===== src/rtl/b2da_pkg.sv =====
package b2da_pkg;

    localparam int unsigned BinWidth   = 32;
    localparam int unsigned NumDigits  = 10;
    localparam int unsigned DigitWidth = 4;
    localparam int unsigned CharWidth  = 6;
    localparam int unsigned CntWidth   = 5;

    localparam logic [CntWidth-1:0]   LastShift = CntWidth'(BinWidth - 1);
    localparam logic [CntWidth-1:0]   LastDigit = CntWidth'(NumDigits - 1);
    localparam logic [CharWidth-1:0]  CharZero  = CharWidth'(48);
    localparam logic [DigitWidth-1:0] AdjLimit  = DigitWidth'(5);
    localparam logic [DigitWidth-1:0] AdjAdd    = DigitWidth'(3);
    localparam logic [DigitWidth-1:0] MaxDigit  = DigitWidth'(9);

    typedef enum logic [1:0] {
        ST_IDLE,
        ST_SHIFT,
        ST_EMIT
    } state_t;

    // Per-cycle command shared by every cell in the row
    typedef struct packed {
        logic clear;
        logic shift_bin;
        logic shift_dig;
    } cell_ctrl_t;

endpackage


===== src/rtl/binary_to_decimal_ascii_core.sv =====
// Binary to decimal ASCII converter.
// Command channel: raise start with a 32-bit value; the word is taken at the
// clock edge where start is high and busy is low. busy stays high until the
// last digit of that number has been sent.
// Result channel: each decimal digit leaves as one word on digit_char (ASCII
// '0'..'9'), most significant first, with no leading zeros, marked by strobe
// for exactly one cycle. last_digit is high on the final digit. Zero gives a
// single '0'. The receiver cannot stall; it must take every strobed word.
// Timing: a row of ten BCD cells runs the shift-and-add-3 conversion, one
// input bit per cycle. The row then shifts its digits toward the output,
// one per cycle, with leading zeros dropped silently. A new word is only
// accepted once the last digit of the current number has been sent.
// Reset clears the controller and all cells at once; nothing is pending
// after reset and busy is low.
module binary_to_decimal_ascii_core (
    input  logic                           clk,
    input  logic                           rst_n,
    input  logic                           start,
    output logic                           busy,
    input  logic [b2da_pkg::BinWidth-1:0]  value,
    output logic                           strobe,
    output logic [b2da_pkg::CharWidth-1:0] digit_char,
    output logic                           last_digit
);
    import b2da_pkg::*;

    state_t                state_reg;
    state_t                state_next;
    logic [CntWidth-1:0]   cnt_reg;
    logic [CntWidth-1:0]   cnt_next;
    logic                  started_reg;
    logic                  started_next;
    logic [BinWidth-1:0]   bin_reg;
    logic [BinWidth-1:0]   bin_next;

    cell_ctrl_t            ctrl;
    logic                  accept;
    logic [NumDigits:0]    bit_chain;
    logic [DigitWidth-1:0] dig_chain [NumDigits+1];
    logic [DigitWidth-1:0] top_digit;
    logic                  at_last;

    assign accept    = start && (state_reg == ST_IDLE);
    assign top_digit = dig_chain[NumDigits];
    assign at_last   = (cnt_reg == LastDigit);

    // Binary bits enter at the low cell, MSB of the operand first
    assign bit_chain[0] = bin_reg[BinWidth-1];
    // Empty digits fill in behind the row as it drains
    assign dig_chain[0] = '0;

    for (genvar i = 0; i < NumDigits; i++)
    begin : g_cell
        b2da_cell u_cell (
            .clk     (clk),
            .rst_n   (rst_n),
            .ctrl    (ctrl),
            .bit_in  (bit_chain[i]),
            .dig_in  (dig_chain[i]),
            .bit_out (bit_chain[i+1]),
            .digit   (dig_chain[i+1])
        );
    end

    // Next state
    always_comb
    begin
        state_next = state_reg;
        case (state_reg)
            ST_IDLE:
            begin
                if (start)
                begin
                    state_next = ST_SHIFT;
                end
            end
            ST_SHIFT:
            begin
                if (cnt_reg == LastShift)
                begin
                    state_next = ST_EMIT;
                end
            end
            ST_EMIT:
            begin
                if (at_last)
                begin
                    state_next = ST_IDLE;
                end
            end
            default:
            begin
                state_next = ST_IDLE;
            end
        endcase
    end

    // Outputs and datapath control
    always_comb
    begin
        ctrl         = '0;
        busy         = 1'b1;
        strobe       = 1'b0;
        last_digit   = 1'b0;
        cnt_next     = cnt_reg;
        started_next = started_reg;
        bin_next     = bin_reg;
        case (state_reg)
            ST_IDLE:
            begin
                busy = 1'b0;
                if (start)
                begin
                    ctrl.clear   = 1'b1;
                    cnt_next     = '0;
                    started_next = 1'b0;
                    bin_next     = value;
                end
            end
            ST_SHIFT:
            begin
                ctrl.shift_bin = 1'b1;
                bin_next       = {bin_reg[BinWidth-2:0], 1'b0};
                cnt_next       = (cnt_reg == LastShift) ? '0 : cnt_reg + 1'b1;
            end
            ST_EMIT:
            begin
                // Drop leading zeros, but always send the units digit
                ctrl.shift_dig = 1'b1;
                strobe         = started_reg || at_last || (top_digit != '0);
                last_digit     = at_last;
                started_next   = started_reg || strobe;
                cnt_next       = at_last ? '0 : cnt_reg + 1'b1;
            end
            default:
            begin
                busy = 1'b1;
            end
        endcase
    end

    assign digit_char = CharZero | CharWidth'(top_digit);

    always_ff @(posedge clk or negedge rst_n)
    begin
        if (!rst_n)
        begin
            state_reg   <= ST_IDLE;
            cnt_reg     <= '0;
            started_reg <= 1'b0;
        end
        else
        begin
            state_reg   <= state_next;
            cnt_reg     <= cnt_next;
            started_reg <= started_next;
        end
    end

    always_ff @(posedge clk)
    begin
        bin_reg <= bin_next;
    end

    // A 32-bit value fits ten digits: nothing may spill out of the top cell
    a_no_spill: assert property (@(posedge clk) disable iff (!rst_n)
        (state_reg == ST_SHIFT) |-> !bit_chain[NumDigits])
        else $error("BCD row overflowed during conversion");

    a_digit_range: assert property (@(posedge clk) disable iff (!rst_n)
        strobe |-> (top_digit <= MaxDigit))
        else $error("emitted digit out of decimal range");

    a_units_sent: assert property (@(posedge clk) disable iff (!rst_n)
        (state_reg == ST_EMIT && at_last) |-> (strobe && last_digit))
        else $error("units digit not emitted as last word");

    a_accept_clears: assert property (@(posedge clk) disable iff (!rst_n)
        accept |=> (state_reg == ST_SHIFT && cnt_reg == '0 && !started_reg))
        else $error("conversion did not start cleanly");

    a_no_digit_after_last: assert property (@(posedge clk) disable iff (!rst_n)
        (strobe && last_digit) |=> (state_reg == ST_IDLE && !strobe))
        else $error("word emitted after last digit");

endmodule


===== src/rtl/b2da_cell.sv =====
module b2da_cell (
    input  logic                            clk,
    input  logic                            rst_n,
    input  b2da_pkg::cell_ctrl_t            ctrl,
    input  logic                            bit_in,
    input  logic [b2da_pkg::DigitWidth-1:0] dig_in,
    output logic                            bit_out,
    output logic [b2da_pkg::DigitWidth-1:0] digit
);
    import b2da_pkg::*;

    logic [DigitWidth-1:0] digit_reg;
    logic [DigitWidth-1:0] digit_next;
    logic [DigitWidth-1:0] adj;

    // Add-3 correction before the doubling step
    assign adj     = (digit_reg >= AdjLimit) ? (digit_reg + AdjAdd) : digit_reg;
    assign bit_out = adj[DigitWidth-1];
    assign digit   = digit_reg;

    always_comb
    begin
        digit_next = digit_reg;
        if (ctrl.clear)
        begin
            digit_next = '0;
        end
        else if (ctrl.shift_bin)
        begin
            digit_next = {adj[DigitWidth-2:0], bit_in};
        end
        else if (ctrl.shift_dig)
        begin
            digit_next = dig_in;
        end
    end

    always_ff @(posedge clk or negedge rst_n)
    begin
        if (!rst_n)
        begin
            digit_reg <= '0;
        end
        else
        begin
            digit_reg <= digit_next;
        end
    end

endmodule


===== config.mk =====
export PLATFORM = sky130hd
export DESIGN_NAME = binary_to_decimal_ascii_core
export DESIGN_NICKNAME = d
export VERILOG_FILES = /design/src/rtl/b2da_pkg.sv /design/src/rtl/binary_to_decimal_ascii_core.sv /design/src/rtl/b2da_cell.sv
export SDC_FILE = /design/constraint.sdc
export NUM_CORES = 1
export LEC_CHECK = 0
export BUFFER_PORTS_ARGS = -buffer_cell sky130_fd_sc_hd__buf_4
export CORE_UTILIZATION = 45
export DETAILED_ROUTE_END_ITERATION = 7
export SLEW_MARGIN = 20
export SYNTH_ARGS = -nofsm -noshare
export SYNTH_HDL_FRONTEND = slang
export SYNTH_SLANG_ARGS = --single-unit
export TNS_END_PERCENT = 100

===== constraint.sdc =====
create_clock -name clk -period 4.4 [get_ports clk]
set_input_delay 0.66 -clock clk [delete_from_list [all_inputs] [get_ports clk]]
set_output_delay 0.66 -clock clk [all_outputs]
set_load 0.005 [all_outputs]

==> results of run 1 <==
## worst min path at each step
| stage | startpoint | end | slack, ns |
|---|---|---|---|
| floorplan | rst_n | cnt_reg[0] | 0.36 |
| global placement | state_reg[1] | state_reg[1] | 0.50 |
| detailed placement | state_reg[1] | state_reg[1] | 0.51 |
| CTS | rst_n | state_reg[1] | 0.33 |
| global route | rst_n | g_cell[4].u_cell.digit[0] | 0.36 |
| finish | rst_n | cnt_reg[1] | 0.31 |
## where the power goes
part | switching (W) | internal, W | total [W]
combinational | 0.000996 | 0.000729 | 0.00172
sequential | 0.000241 | 0.00119 | 0.00143
clock | 0.000294 | 0.000265 | 0.000559
## synthesized netlist by cell type (2+ instances only)
cell type,instances
dfrtp_1,48
nand3_1,40
mux2_2,34
edfxtp_1,32
o21ai_0,32
inv_1,31
ha_1,28
nand2_1,22
a21oi_1,20
clkbuf_1,17
nor2_1,17
a311oi_1,16
buf_2,10
mux2i_1,10
nand2b_1,9
a31oi_1,8
a32oi_1,8
o31ai_1,8
or3_1,8
buf_4,6
o21a_1,6
nor2b_1,5
or3b_2,5
nor3_1,4
o211ai_1,4
o32ai_1,4
a211oi_1,3
and2_1,3
and3_1,3
nor3b_1,3
o21ai_1,2
o21ba_2,2
## logic make-up after synthesis
family	Yosys count
AO/OA/AOI/OAI	119
XOR/XNOR	2
adder cells (fa/ha/maj)	28
buffers and inverters	66
flip-flops	80
multiplexers	44
other	1
AND/OR/NAND/NOR	124
## stage by stage
stage / area, µm² / hold slack, ns / std cells
after detailed placement: 5120 / 0.514 / 613
final: 5310 / 0.313 / 629
after global placement: 5120 / 0.502 / 613
after floorplan: 4760 / 0.364 / 465
after CTS: 5310 / 0.333 / 629
after global routing: 5310 / 0.356 / 629
## worst reg2reg max path, stage by stage, from the launching register on
cell and delay (ns):
dfrtp_1 0.38, inv_1 0.08, ha_2 0.68, inv_1 0.42, nor3_2 0.61, a32oi_1 0.20, nand2_1 0.12
## metal layers
layer / wire length [µm] / vias up / GRT usage, % / share of wire [%]
li1: - / 1753 / - / -
met1: 4630 / 1805 / 23.3 / 46
met2: 4860 / 73 / 33.2 / 49
met3: 328 / 15 / 4.05 / 3.3
met4: 190 / 0 / 7.85 / 1.9
met5: 0 / - / 0 / 0
## cell type report
cell class                 instances  area [µm²]  share of cell area (%)
multi-input combinational        319        2320                    43.7
sequential                        80        2160                    40.7
timing repair buffer              46         345                    6.50
tap                              136         170                    3.20
clock buffer                      10         128                    2.40
inverter                          32         120                    2.26
clock inverter                     6        67.6                    1.27
==> results.md, run 1 <==
- Clk sinks: 80
- Compound-gate portion of the synthesized area: 16.7%
- Crit share post-route: 58.2%
- Total Wirelength: 10.0 mm
- Largest family of logic cells by synthesized area: compound AO/OA/AOI/OAI gates
- Worst setup margin: 1.84 ns
- WP buf/inv: 2
- Drt via density: 5.80
- Layout filler cell count: 1,000
- Worst hold path class: in2async
- Tmin final: 2.56 ns
- Vias post-DR: 3,646
- Top-area cell type share of the netlist area: 25.3%
- FF-to-FF End: g_cell[9].u_cell.digit[3]
- 1st-pass router iterations: 4
- Largest net degree at the start of global routing: 80
- Seq cells post-synth: 80
- Critical path depth: 5
- Cells after Synth: 464
- Final Power: 0.00371 W
- Peak VDD IR: 0.000338 V
- Ys flop type: dfrtp_1
- Most common library cell in the layout ignoring fill and taps: dfrtp_1
- Core Area: 0.0103 mm²
- Seq/Total Area, Yosys: 45.5%
- Most frequent cells in the layout: dfrtp_1 (48), buf_4 (46), nand3_1 (40)
- Hpwl dp: 6.37 mm
- RSZ-0062 raised after global routing: no
- CP max FO: 4
- Synth Cell Area: 0.00475 mm²
- Largest register FFs: 40
- Root Buffer: clkbuf_8
- Setup bufs post-CTS: 0
- CTS Hold Bufs: 0
- Final setup fails: 0
- Max Cap Viol: 0
- Max-slew violations: 0
- Die height: 105 µm
- Vias in the first global route: 3,569
- Synth Area in XOR/XNOR: 0.369%
- Drt wl/cell: 15.9 µm
- Initial antenna violation count: 0
- Post-Synth Adder-Cell Area: 7.37%
- TritonCTS clock tree: built
- Share of layout cells above drive strength 1: 22.1%
- Final Hold Vio Count: 0
- Initial DRC count: 173
- CTS max path bufs: 2
- CP max stage delay: 0.46 ns
- Slew HR: 42.4%
- Max Clock Skew: 0.0101 ns
- Synth-to-Final Area Change: 11.8%
- Max H-tree Level: 3
- Synth cell types: 48
- Leak: 2.21 nW
- Buffers on Ports: 41
- Post-CTS sizing: 0
- Clock slew at reported path FFs: 0.08 ns
- Worst R2R Setup Slack: 1.86 ns
- FFs w/ async S/R, synth: 60.0%
- Skew-Pair Late Insertion Delay: 0.37 ns
- Final setup TNS: 0 ns
- Global placement routability congestion: 0.787
- Number of synthesized flops with an enable pin: 32
- Worst endpoint data arrival time: 1.90 ns
- Area leader, netlist: dfrtp_1
- Simple-Gate Fraction of Synth Area: 13.8%
- PD cells: 698 mW/mm²
- Avg Inst Size Synth: 10.2 µm²
- Total GRT Usage: 19.2%
- Synth area leaders: dfrtp_1 (25%), edfxtp_1 (20%), mux2_2 (8.1%), ha_1 (7.4%), nand3_1 (4.2%)
- Die area: 0.0110 mm²
- First-pass GRT wire length: 16.9 mm
- Required time worst endpoint: 3.74 ns
- Multiplexer share of the synthesized area: 10.2%
- Crit path to: strobe
- Kind of critical path: reg2out
- YS warnings: 0
- Critical path startpoint category: register
- Worst-margin pin slew: 0.864 ns
- Initial cell density of the core: 46.3%
- Worst setup path start: g_cell[9].u_cell.digit[0]
- Pre-CTS WS: 1.88 ns
- Row Count: 37
- Critical Path Slowest Stage Cell: or4b_1
- FF-to-FF Start: state_reg[1]
- Crit. End Element: output pin
- Status: completed
- Routed Antenna Nets: 0
- Register-to-Register Path Depth: 6
- Num CTS Buffers: 9
- GRT overflow: 0
- Layout Nets: 551
- F_max: 390 MHz
- Top Family by Delay on Critical Path: simple AND/OR/NAND/NOR gates
- I/O pins: 44
- Antenna cells: 0
- Utilization after layout: 51.7%
- Die width: 105 µm
- CP Cell Sequence: inv_1 -> ha_1 -> or4b_1 -> o21a_1 -> buf_4
- Residual DRC: 0
Power figures use the tool's default switching activity.
==> run 2: changes to the inputs <==
==> constraint.sdc (replaced) <==
create_clock -name clk -period 2.5 [get_ports clk]
set_input_delay 0.375 -clock clk [delete_from_list [all_inputs] [get_ports clk]]
set_output_delay 0.375 -clock clk [all_outputs]
set_load 0.005 [all_outputs]
==> run 2 against run 1 <==
  * Clock-buffer cell count increased by 3
  * Register-to-register slack worse by 1.5 ns
  * Hold slack worse by 0.28 ns
  * First-iteration DRC count rose by 30%
  * Critical path type unchanged
  * Critical endpoint unchanged
  * Largest power group unchanged
  * Highest routed layer unchanged
==> results.md, run 2 (same netlist as run 1, synthesis figures left out) <==
- F_max: 444 MHz
- Peak VDD IR: 0.000566 V
- Crit. End Element: output pin
- CP max FO: 4
- Status: completed
- Share of layout cells above drive strength 1: 23.2%
- Required time worst endpoint: 2.12 ns
- Critical path startpoint category: register
- Root Buffer: clkbuf_8
- Max-slew violations: 0
- Leak: 2.27 nW
- Slew HR: 55.0%
- Initial DRC count: 225
- Initial antenna violation count: 0
- Initial cell density of the core: 46.3%
- Worst endpoint data arrival time: 1.88 ns
- Max Cap Viol: 0
- Total Wirelength: 10.3 mm
- Vias in the first global route: 3,564
- Total GRT Usage: 20.3%
- Core Area: 0.0103 mm²
- 1st-pass router iterations: 4
- Residual DRC: 0
- Buffers on Ports: 41
- Setup bufs post-CTS: 0
- Die width: 105 µm
- Max H-tree Level: 3
- Crit share post-route: 90.1%
- TritonCTS clock tree: built
- Routed Antenna Nets: 0
- Post-CTS sizing: 0
- Vias post-DR: 3,655
- Die height: 105 µm
- Hpwl dp: 6.88 mm
- Post-Place Cell Area: 0.00519 mm²
- GRT overflow: 0
- Worst-margin pin slew: 0.673 ns
- Worst setup margin: 0.247 ns
- Layout Nets: 559
- Kind of critical path: reg2out
- Final setup TNS: 0 ns
- CTS max path bufs: 2
- Antenna cells: 0
- Row Count: 37
- I/O pins: 44
- Most common library cell in the layout ignoring fill and taps: buf_4
- RSZ-0062 raised after global routing: no
- Clk sinks: 80
- Clock slew at reported path FFs: 0.09 ns
- Pre-CTS WS: 0.384 ns
- Final setup fails: 0
- Drt wl/cell: 16.2 µm
- Largest net degree at the start of global routing: 49
- Final Hold Vio Count: 0
- Die area: 0.0110 mm²
- Post-route cell area: 0.00541 mm²
- Synth-to-Final Area Change: 13.7%
- PD cells: 1250 mW/mm²
- Most frequent cells in the layout: buf_4 (53), dfrtp_1 (48), nand3_1 (40)
- Max Clock Skew: 0.0159 ns
- Skew-Pair Late Insertion Delay: 0.35 ns
- First-pass GRT wire length: 17.8 mm
- Global placement routability congestion: 0.842
- CTS Hold Bufs: 0
- Drt via density: 5.74
- Worst hold path class: in2async
- Num CTS Buffers: 9
- Largest register FFs: 40
- Tmin final: 2.25 ns
==> run 2: cell types whose count changed in the layout (fill, tap and decap cells not counted), sizes merged <==
cell	before	now
clkinv	3	0
clkinvlp	1	0
clkbuf	10	13
bufinv	1	2
buf	46	54
==> run 2: cell type report <==
class                           instances  area (µm²)
Fill cell                             946        4870
Multi-Input combinational cell        319        2320
Sequential cell                        80        2160
Timing Repair Buffer                   54         418
Tap cell                              136         170
Clock buffer                           13         149
Inverter                               32         120
Clock inverter                          3        66.3
==> run 2: power breakdown <==
part | switching [W] | total, W | leakage [nW] | internal (W)
combinational | 0.00181 | 0.00319 | 1.22 | 0.00138
sequential | 0.000415 | 0.00250 | 0.940 | 0.00209
clock | 0.000473 | 0.00107 | 0.108 | 0.000593
==> run 2: metrics by stage <==
step                      cells  total power, W  hold slack, ns  utilization (%)
after detailed placement    621         0.00571           0.458             50.5
after CTS                   637         0.00681          0.0549             52.6
after floorplan             465         0.00484          0.0794                -
after global placement      621         0.00563           0.453             50.5
after global routing        637         0.00731          0.0879             52.6
final                       637         0.00676          0.0318             52.6
==> run 2: layer usage <==
layer / track usage, % / share of wire [%] / wire [µm] / vias up
li1: - / - / - / 1771
met1: 28.4 / 47 / 4840 / 1777
met2: 30.8 / 47 / 4800 / 96
met3: 3.56 / 5.1 / 527 / 11
met4: 8.55 / 1.4 / 140 / 0
met5: 0 / 0 / 0 / -
==> run 2: final timing paths <==
| path | from | endpoint | slack [ns] | cells after the start |
|---|---|---|---|---|
| worst max-delay path | g_cell[9].u_cell.digit[0] | strobe | 0.25 | 5 |
| worst min-delay path | rst_n | g_cell[9].u_cell.digit[0] | 0.03 | 1 |
| worst max register to register | state_reg[0] | g_cell[3].u_cell.digit[3] | 0.37 | 7 |
| worst min register to register | state_reg[1] | state_reg[1] | 0.53 | 1 |
| max in group asynchronous | rst_n | g_cell[1].u_cell.digit[3] | 2.00 | 1 |
| min in group clk | start | started_reg | 0.32 | 3 |
==> run 2: critical path, stage by stage, from the launching register on <==
cell and delay [ns]:
dfrtp_1 0.43, inv_1 0.13, ha_1 0.16, or4b_1 0.45, o21a_1 0.22, buf_4 0.14
